===== src/design/gpiolk_pkg.sv =====
`timescale 1ns / 1ps
package gpiolk_pkg;

    localparam int unsigned PIN_COUNT  = 16;
    localparam int unsigned CFG_W      = 32;
    localparam int unsigned DATA_W     = 32;
    localparam int unsigned HALF_PINS  = PIN_COUNT / 2;

    localparam logic [CFG_W-1:0] CFG_RESET = 32'h4444_4444;
    localparam logic [3:0]       NIBBLE    = 4'hF;
    localparam int unsigned      LCKK_POS  = 16;

    localparam logic CMD_READ  = 1'b0;
    localparam logic CMD_WRITE = 1'b1;

    localparam logic [2:0] SEL_CRL    = 3'd0;
    localparam logic [2:0] SEL_CRH    = 3'd1;
    localparam logic [2:0] SEL_IDR    = 3'd2;
    localparam logic [2:0] SEL_ODR    = 3'd3;
    localparam logic [2:0] SEL_BSRR   = 3'd4;
    localparam logic [2:0] SEL_BRR    = 3'd5;
    localparam logic [2:0] SEL_LCKR   = 3'd6;
    // No register behind this selector: reads give zero, writes are dropped.
    localparam logic [2:0] SEL_UNUSED = 3'd7;

    typedef enum logic [1:0] {
        KEY_IDLE  = 2'd0,
        KEY_ONE   = 2'd1,
        KEY_TWO   = 2'd2,
        KEY_ARMED = 2'd3
    } key_step_t;

    // Lock state handed from the key sequencer to the register file.
    typedef struct packed {
        logic [PIN_COUNT-1:0] lock_bits;
        logic                 key_active;
        logic                 key_active_next;
    } lock_status_t;

    // Config bits frozen for eight pins while the key is active.
    function automatic logic [CFG_W-1:0] frozen_mask(
        input logic [HALF_PINS-1:0] lk,
        input logic                 act
    );
        logic [CFG_W-1:0] m;
        m = '0;
        for (int i = 0; i < HALF_PINS; i++) begin
            if (act && lk[i]) begin
                m[4*i +: 4] = NIBBLE;
            end
        end
        return m;
    endfunction

endpackage


===== src/design/gpiolk_lock.sv =====
`timescale 1ns / 1ps
module gpiolk_lock
    import gpiolk_pkg::*;
(
    input  logic              aclk,
    input  logic              aresetn,
    input  logic              lock_acc,
    input  logic              lock_wr,
    input  logic [DATA_W-1:0] wdata,
    output lock_status_t      status
);

    key_step_t            step_reg, step_next;
    logic [PIN_COUNT-1:0] lock_bits_reg, lock_bits_next;
    logic                 active_reg, active_next;
    logic [PIN_COUNT-1:0] key_value_reg;
    logic                 key_load;

    logic [PIN_COUNT-1:0] val;
    logic                 lckk;
    logic                 same;

    assign val  = wdata[PIN_COUNT-1:0];
    assign lckk = wdata[LCKK_POS];
    assign same = (val == key_value_reg);

    // Next sequence step.
    always_comb begin
        step_next = step_reg;
        if (lock_acc && !active_reg) begin
            if (lock_wr) begin
                priority if (step_reg == KEY_ONE && !lckk && same) begin
                    step_next = KEY_TWO;
                end else if (step_reg == KEY_TWO && lckk && same) begin
                    step_next = KEY_ARMED;
                end else if (lckk) begin
                    step_next = KEY_ONE;
                end else begin
                    step_next = KEY_IDLE;
                end
            end else begin
                step_next = KEY_IDLE;
            end
        end
    end

    // Load enables and next values of the lock state.
    always_comb begin
        lock_bits_next = lock_bits_reg;
        active_next    = active_reg;
        key_load       = 1'b0;
        if (lock_acc && !active_reg) begin
            if (lock_wr) begin
                lock_bits_next = val;
                key_load = lckk && (step_next == KEY_ONE);
            end else if (step_reg == KEY_ARMED) begin
                active_next = 1'b1;
            end
        end
    end

    always_ff @(posedge aclk) begin
        if (!aresetn) begin
            step_reg      <= KEY_IDLE;
            lock_bits_reg <= '0;
            active_reg    <= 1'b0;
        end else begin
            step_reg      <= step_next;
            lock_bits_reg <= lock_bits_next;
            active_reg    <= active_next;
        end
    end

    always_ff @(posedge aclk) begin
        if (key_load) begin
            key_value_reg <= val;
        end
    end

    assign status.lock_bits       = lock_bits_reg;
    assign status.key_active      = active_reg;
    assign status.key_active_next = active_next;

endmodule


===== src/design/gpio_port_registers_with_lock.sv =====
`timescale 1ns / 1ps
// Sixteen-pin GPIO port register block, one register access per beat.
// Input channel (s_*): command (0 read, 1 write), reg_select (CRL, CRH,
// input data, output latch, set/reset, reset, lock), write_data and the
// sampled pin_levels. Result channel (m_*): read_data (zero on writes),
// the output latch after the access and the lock-active flag.
// The result of an access appears in the cycle after its input beat is
// taken, held in the result register. One access per cycle unless stalled;
// the only loop is the register state itself, updated in the accept cycle.
// The input side takes a new beat whenever the result register is empty or
// is being drained in the same cycle, so a stalled receiver holds the
// result and stops the input only until that result is taken.
// Reset (aresetn low, synchronous): CRL and CRH return to 0x44444444, the
// output latch and lock bits clear, the key sequence goes idle and the lock
// drops; the result register empties. The key compare value is not reset;
// it is loaded at the first step of every key sequence.
module gpio_port_registers_with_lock
    import gpiolk_pkg::*;
(
    input  logic                 aclk,
    input  logic                 aresetn,

    input  logic                 s_valid,
    output logic                 s_ready,
    input  logic                 s_command,
    input  logic [2:0]           s_reg_select,
    input  logic [DATA_W-1:0]    s_write_data,
    input  logic [PIN_COUNT-1:0] s_pin_levels,

    output logic                 m_valid,
    input  logic                 m_ready,
    output logic [DATA_W-1:0]    m_read_data,
    output logic [PIN_COUNT-1:0] m_output_latch,
    output logic                 m_lock_active
);

    logic [CFG_W-1:0]     crl_reg, crl_next;
    logic [CFG_W-1:0]     crh_reg, crh_next;
    logic [PIN_COUNT-1:0] odr_reg, odr_next;

    logic                 m_valid_reg;
    logic [DATA_W-1:0]    rd_reg;
    logic [PIN_COUNT-1:0] latch_reg;
    logic                 active_out_reg;

    logic [DATA_W-1:0]    rd_next;
    logic                 accept;
    logic                 is_wr;
    logic                 lock_acc;
    logic [CFG_W-1:0]     mask_lo;
    logic [CFG_W-1:0]     mask_hi;
    lock_status_t         lk;

    // Take a beat when the result slot is free or draining this cycle.
    assign s_ready  = !m_valid_reg || m_ready;
    assign accept   = s_valid && s_ready;
    assign is_wr    = (s_command == CMD_WRITE);
    assign lock_acc = accept && (s_reg_select == SEL_LCKR);

    gpiolk_lock u_lock (
        .aclk     (aclk),
        .aresetn  (aresetn),
        .lock_acc (lock_acc),
        .lock_wr  (is_wr),
        .wdata    (s_write_data),
        .status   (lk)
    );

    // Locked pins keep their config nibble only while the key is active.
    assign mask_lo = frozen_mask(lk.lock_bits[HALF_PINS-1:0], lk.key_active);
    assign mask_hi = frozen_mask(lk.lock_bits[PIN_COUNT-1:HALF_PINS], lk.key_active);

    // Register writes.
    always_comb begin
        crl_next = crl_reg;
        crh_next = crh_reg;
        odr_next = odr_reg;
        if (accept && is_wr) begin
            unique case (s_reg_select)
                SEL_CRL:  crl_next = (crl_reg & mask_lo) | (s_write_data & ~mask_lo);
                SEL_CRH:  crh_next = (crh_reg & mask_hi) | (s_write_data & ~mask_hi);
                SEL_ODR:  odr_next = s_write_data[PIN_COUNT-1:0];
                // Set wins over clear where both bits of a pin are high.
                SEL_BSRR: odr_next = (odr_reg & ~s_write_data[DATA_W-1:PIN_COUNT])
                                     | s_write_data[PIN_COUNT-1:0];
                SEL_BRR:  odr_next = odr_reg & ~s_write_data[PIN_COUNT-1:0];
                default:  ;
            endcase
        end
    end

    // Read mux; lock read shows the state from before the access.
    always_comb begin
        rd_next = '0;
        if (!is_wr) begin
            unique case (s_reg_select)
                SEL_CRL:  rd_next = crl_reg;
                SEL_CRH:  rd_next = crh_reg;
                SEL_IDR:  rd_next = {{(DATA_W-PIN_COUNT){1'b0}}, s_pin_levels};
                SEL_ODR:  rd_next = {{(DATA_W-PIN_COUNT){1'b0}}, odr_reg};
                SEL_LCKR: rd_next = {{(DATA_W-PIN_COUNT-1){1'b0}}, lk.key_active,
                                     lk.lock_bits};
                default:  rd_next = '0;
            endcase
        end
    end

    always_ff @(posedge aclk) begin
        if (!aresetn) begin
            crl_reg     <= CFG_RESET;
            crh_reg     <= CFG_RESET;
            odr_reg     <= '0;
            m_valid_reg <= 1'b0;
        end else begin
            crl_reg <= crl_next;
            crh_reg <= crh_next;
            odr_reg <= odr_next;
            // Advance on a new beat, drop once the receiver takes it.
            if (accept) begin
                m_valid_reg <= 1'b1;
            end else if (m_ready) begin
                m_valid_reg <= 1'b0;
            end
        end
    end

    // Result payload: hold while stalled, load on every accepted beat.
    always_ff @(posedge aclk) begin
        if (accept) begin
            rd_reg         <= rd_next;
            latch_reg      <= odr_next;
            active_out_reg <= lk.key_active_next;
        end
    end

    assign m_valid        = m_valid_reg;
    assign m_read_data    = rd_reg;
    assign m_output_latch = latch_reg;
    assign m_lock_active  = active_out_reg;

endmodule

===== config.mk =====
export PLATFORM = sky130hd
export DESIGN_NAME = gpio_port_registers_with_lock
export DESIGN_NICKNAME = d
export VERILOG_FILES = /design/src/design/gpiolk_pkg.sv /design/src/design/gpiolk_lock.sv /design/src/design/gpio_port_registers_with_lock.sv
export SDC_FILE = /design/constraint.sdc
export NUM_CORES = 1
export LEC_CHECK = 0
export BUFFER_PORTS_ARGS = -buffer_cell sky130_fd_sc_hd__buf_2
export CELL_PAD_IN_SITES_DETAIL_PLACEMENT = 1
export CELL_PAD_IN_SITES_GLOBAL_PLACEMENT = 1
export CORE_UTILIZATION = 35
export CTS_BUF_LIST = sky130_fd_sc_hd__clkbuf_4
export DETAILED_ROUTE_END_ITERATION = 8
export HOLD_SLACK_MARGIN = 0.1
export PLACE_DENSITY_LB_ADDON = 0.1
export SYNTH_ARGS = -nofsm -noshare
export SYNTH_HDL_FRONTEND = slang
export SYNTH_SLANG_ARGS = --single-unit

===== constraint.sdc =====
create_clock -name aclk -period 5.16 [get_ports aclk]
set_clock_uncertainty 0.15 [all_clocks]
set_input_delay 1.032 -clock aclk [delete_from_list [all_inputs] [get_ports aclk]]
set_output_delay 1.032 -clock aclk [all_outputs]
set_load 0.02 [all_outputs]

Word-level counts from Yosys, hierarchy flattened

Index checks and enable logic that the tools add are counted.
W data, S select, Z words.

Bitwise operators: 13
Reductions and logical operators: 34
Equal/unequal tests: 11
Mux-type cells: 31

Operators with widths:

| operator             | count |
|---|---|
| $pmux W32 S5         | 1 |
| $and A32 B32 Y32     | 4 |
| $mux W4              | 16 |
| $not A32 Y32         | 2 |
| $or A32 B32 Y32      | 2 |
| $pmux W16 S3         | 1 |
| $and A16 B16 Y16     | 2 |
| $not A16 Y16         | 2 |
| $logic_and A1 B1 Y1  | 25 |
| $eq A16 B16 Y1       | 1 |
| $mux W16             | 1 |
| $or A16 B16 Y16      | 1 |
| $eq A3 B3 Y1 const B | 3 |
| $mux W1              | 8 |
| $mux W2              | 4 |
| $eq A3 B2 Y1 const B | 2 |
| $reduce_and A2 Y1    | 3 |
| $eq A2 B1 Y1 const B | 2 |
| $eq A2 B2 Y1 const B | 2 |
| $eq A3 B1 Y1 const B | 1 |
| $logic_not A1 Y1     | 3 |
| $logic_not A3 Y1     | 1 |
| $reduce_bool A2 Y1   | 1 |
| $logic_or A1 B1 Y1   | 1 |

Bits of input ports: 56
Word-level logic and storage cells: 100
Output and inout port bits: 51
Bits in registers: 165

Logic depth before layout (Yosys ltp)

Depth in word-level cells: 11
Mapped depth: 7
Gate-level depth less buffers: 5

By module

From an unflattened synthesis, not the netlist that was laid out.

Cell total of the unflattened synthesis: 705
Area, all modules: 7218.2 um^2

Modules (own cells, without submodules):

| module                        | area each (um^2) | cells an instance | instances | sequential area each (um^2) |
|---|---|---|---|---|
| gpio_port_registers_with_lock | 5793.1           | 578               | 1         | 3093.0 |
| gpiolk_lock                   | 1425.1           | 127               | 1         | 860.8 |

Worst setup path before layout

Ideal clock, no wire load.

Path kind: input-to-reg
Start point: input port s_valid
End point: register u_lock.active_reg
Data required time: 4.951 ns
Arrival: 3.835 ns
Setup slack: 1.115 ns
Cell stages on the path: 5
Library setup time: 0.059 ns
Buffers on the path: 1
Cell sequence: buf_2 -> inv_1 -> nor2_1 -> a31o_2 -> and2_1

RTL lines:

| item                 | RTL line                            | text |
|---|---|---|
| start, declared      | gpio_port_registers_with_lock.sv:23 | `input logic s_valid,` |
| end signal, assigned | gpiolk_lock.sv:70                   | `active_reg <= active_next;` |
| end, declared        | gpiolk_lock.sv:15                   | `logic active_reg, active_next;` |

Worst setup path after layout

Start point: input port m_ready
End point: output port s_ready

Longest elaborated chain between the ends: 1

Ends and longest elaborated chain:

| item               | RTL line                            | text |
|---|---|---|
| start, declared    | gpio_port_registers_with_lock.sv:31 | `input logic m_ready,` |
| $logic_or A1 B1 Y1 | gpio_port_registers_with_lock.sv:55 | `assign s_ready = !m_valid_reg \|\| m_ready;` |
| end, declared      | gpio_port_registers_with_lock.sv:24 | `output logic s_ready,` |

No other way between the ends.

==> summary.txt <==
Yosys
  – Syn Inst Count: 750
  – Synth warn: 0
  – Register area share after synthesis: 0.529
  – Yosys cell types: 40
  – Syn Std Cell Area: 7470 um2
  – Syn Nets: 806
  – FF+latch count, synth: 165
  – Mean Syn Cell Area: 9.96 um2

Critical path
  – Crit-path cells: buf_2 -> nor2b_1 -> clkinv_1 -> buf_2
  – Crit Path Class: input port to output port
  – Worst path arrival time: 2.19 ns
  – Critical Path Max Stage Delay: 0.42 ns
  – CP max-delay cell: clkinv_1
  – Cell count of the worst reg-to-reg path: 6
  – Startpoint Class: input port
  – Crit path capture type: output port
  – Data required time of the worst path: 3.98 ns
  – Crit path top cell by count: buf_2
  – Critical Path Fanout Max: 9
  – Reg2Reg Setup Slack: 2.69 ns
  – Reg2Reg Launch Point: m_valid

STA
  – Fmax: 0.296 GHz
  – Max-slew headroom: 0.304
  – Slew Viols, Final: 0
  – RSZ-0062 raised after global routing: false
  – Period utilization: 0.654
  – Min cycle time layout: 3.37 ns
  – Final Hold Viols: 0
  – TNS Setup: 0 ns
  – Final setup violation count: 0
  – Slew @ Worst Pin: 1.04 ns

Layout
  – Commonest non-fill, non-tap cell in the layout: buf_2
  – Fin nets: 886
  – Layout cell share with drive strength beyond 1: 0.181
  – Area Growth Syn to Fin: 13.7%
  – Commonest cells after routing, fill and taps aside: buf_2, dfxtp_1, nand3_1, o21ai_0, edfxtp_1

Route
  – DR vias: 6,115
  – Post-DRT Antenna Nets: 0
  – Final WL: 23.9 mm
  – Drt drc: 0
  – WL/cell: 21.3 um
  – Vias per Instance: 5.46
  – 1st-iter DRT viols: 439
  – DR pass1 iterations: 4

Die
  – Die height: 148 um
  – Initial core utilization: 0.356
  – IO Count: 107
  – Num rows: 53
  – Core area: 21,000 um2
  – Die width: 148 um
  – Die area: 21,900 um2

Power and ir drop
  – Leak: 0.00315 uW
  – Clock Power Share: 0.347
  – Worst VDD drop: 0.120 mV
  – PnR Total Power: 2510 uW
  – Reg power frac: 0.557
  – Internal: 1860 uW
  – Logic gate share of total power: 0.096
  – Pwr dens: 296 nW/um2
  – Switching power total: 657 uW
  – Switching Fraction: 0.261

CTS
  – CTS root buf: clkbuf_4
  – Longest Clk Path Bufs: 2
  – Clk slew on worst S/H paths: 0.13 ns
  – Clk_lat worst skew: 0.58 ns
  – TritonCTS clock tree: yes
  – CTS sink count: 165
  – CTS buffer count: 17
  – Setup Buffers After CTS: 0
  – H-tree levels: 4
  – Post-cts resize count: 0
  – # hold bufs at CTS: 0

Place
  – Post-DP HPWL: 16.6 mm
  – Port Buf Inserts: 106
  – GP Congestion: 0.842

Global routing
  – Global-route wire length before repair: 36.7 mm
  – Antenna violations before repair: 2
  – Largest net degree at the start of global routing: 55
  – Gr ovfl total: 0
  – Vias in the first global route: 6,328
  – All-layer global routing usage: 0.224

Flow run
  – Max-cap violations: 0

Status
  – Status: complete, no violations

Hold path
  – Worst Hold Path Cells: 2
  – HP Class: flip-flop to flip-flop
[stage by stage]
| stage | hold slack, ns | cells | setup slack [ns] | area [um2] | utilization |
|---|---|---|---|---|---|
| 2_1_floorplan | 0.302 | 750 | 1.12 | 7470 | - |
| 5_1_grt | 0.363 | 1119 | 1.73 | 8490 | 0.405 |
| 3_3_place_gp | 0.313 | 1086 | 1.45 | 8170 | 0.390 |
| 3_5_place_dp | 0.328 | 1086 | 1.37 | 8170 | 0.390 |
| 6_report | 0.340 | 1119 | 1.79 | 8490 | 0.405 |
| 4_1_cts | 0.344 | 1118 | 1.75 | 8490 | 0.405 |
[cells in the mapped netlist (all sizes together)]
cell	n	area [um2]
nor4	1	21.3
dfxtp	100	2000
and3b	3	26.3
o2111ai	1	15.0
nor2b	34	213
nand2	53	199
a21oi	34	170
and3	2	12.5
mux2i	48	480
nor3b	3	22.5
clkbuf	32	120
nand2b	3	18.8
clkinv	1	3.75
nand4	5	31.3
buf	24	149
a21boi	66	495
edfxtp	65	1950
nand3	80	400
or2	1	6.26
o2111a	1	11.3
inv	2	7.51
o211ai	1	7.51
o21ai	80	400
nand4b	2	17.5
nor2	35	131
a31o	2	17.5
a211oi	16	120
xnor2	16	140
a22oi	16	120
nor3	2	21.3
and2	17	106
and4	2	17.5
or3	2	12.5
[worst max-delay path: cells and delay by family]
family | cells | cell delay [ns]
buf+inv | 3 | 0.80
simple gates | 1 | 0.36
[final cells by class]
cell class              instances  area [um2]
fillers                      2446       12500
diodes                          1        2.50
repair buffers                117         613
multi-input cells             526        3240
clock inverters                13         183
flip-flops and latches        165        3950
clock buffers                  19         143
well taps                     275         344
inverters                       3        11.3
[power groups by stage]
stage | Clock (uW) | Combinational [uW] | Sequential, uW
final | 872 | 241 | 1400
after global routing | 942 | 259 | 1400
after CTS | 891 | 242 | 1400
after detailed placement | 0 | 241 | 1430
after global placement | 0 | 237 | 1430
after floorplan | 0 | 108 | 1460
[kinds of logic after synthesis]
family / share of synthesized area
AND/OR/NAND/NOR: 0.168
AO/OA/AOI/OAI: 0.182
flip-flops: 0.529
buffers and inverters: 0.0375
multiplexers: 0.0643
XOR/XNOR: 0.0188
[per-layer routing]
metal  wire [um]  part of all wire  global-route usage
met3        1210             0.051              0.0380
met5           0                 0                   0
met1       11000              0.46               0.308
met2       11300              0.47               0.362
met4         355             0.015              0.0644
[how the worst max path moves through the flow]
stage / from / end / slack, ns
2_1_floorplan: s_valid / u_lock.active_reg / 1.12
3_3_place_gp: s_reg_select[1] / u_lock.key_value_reg[9] / 1.45
3_5_place_dp: s_reg_select[1] / u_lock.key_value_reg[1] / 1.37
4_1_cts: m_ready / s_ready / 1.75
5_1_grt: m_ready / s_ready / 1.73
6_report: m_ready / s_ready / 1.79
Note: power is estimated with default switching activity, not from simulation.
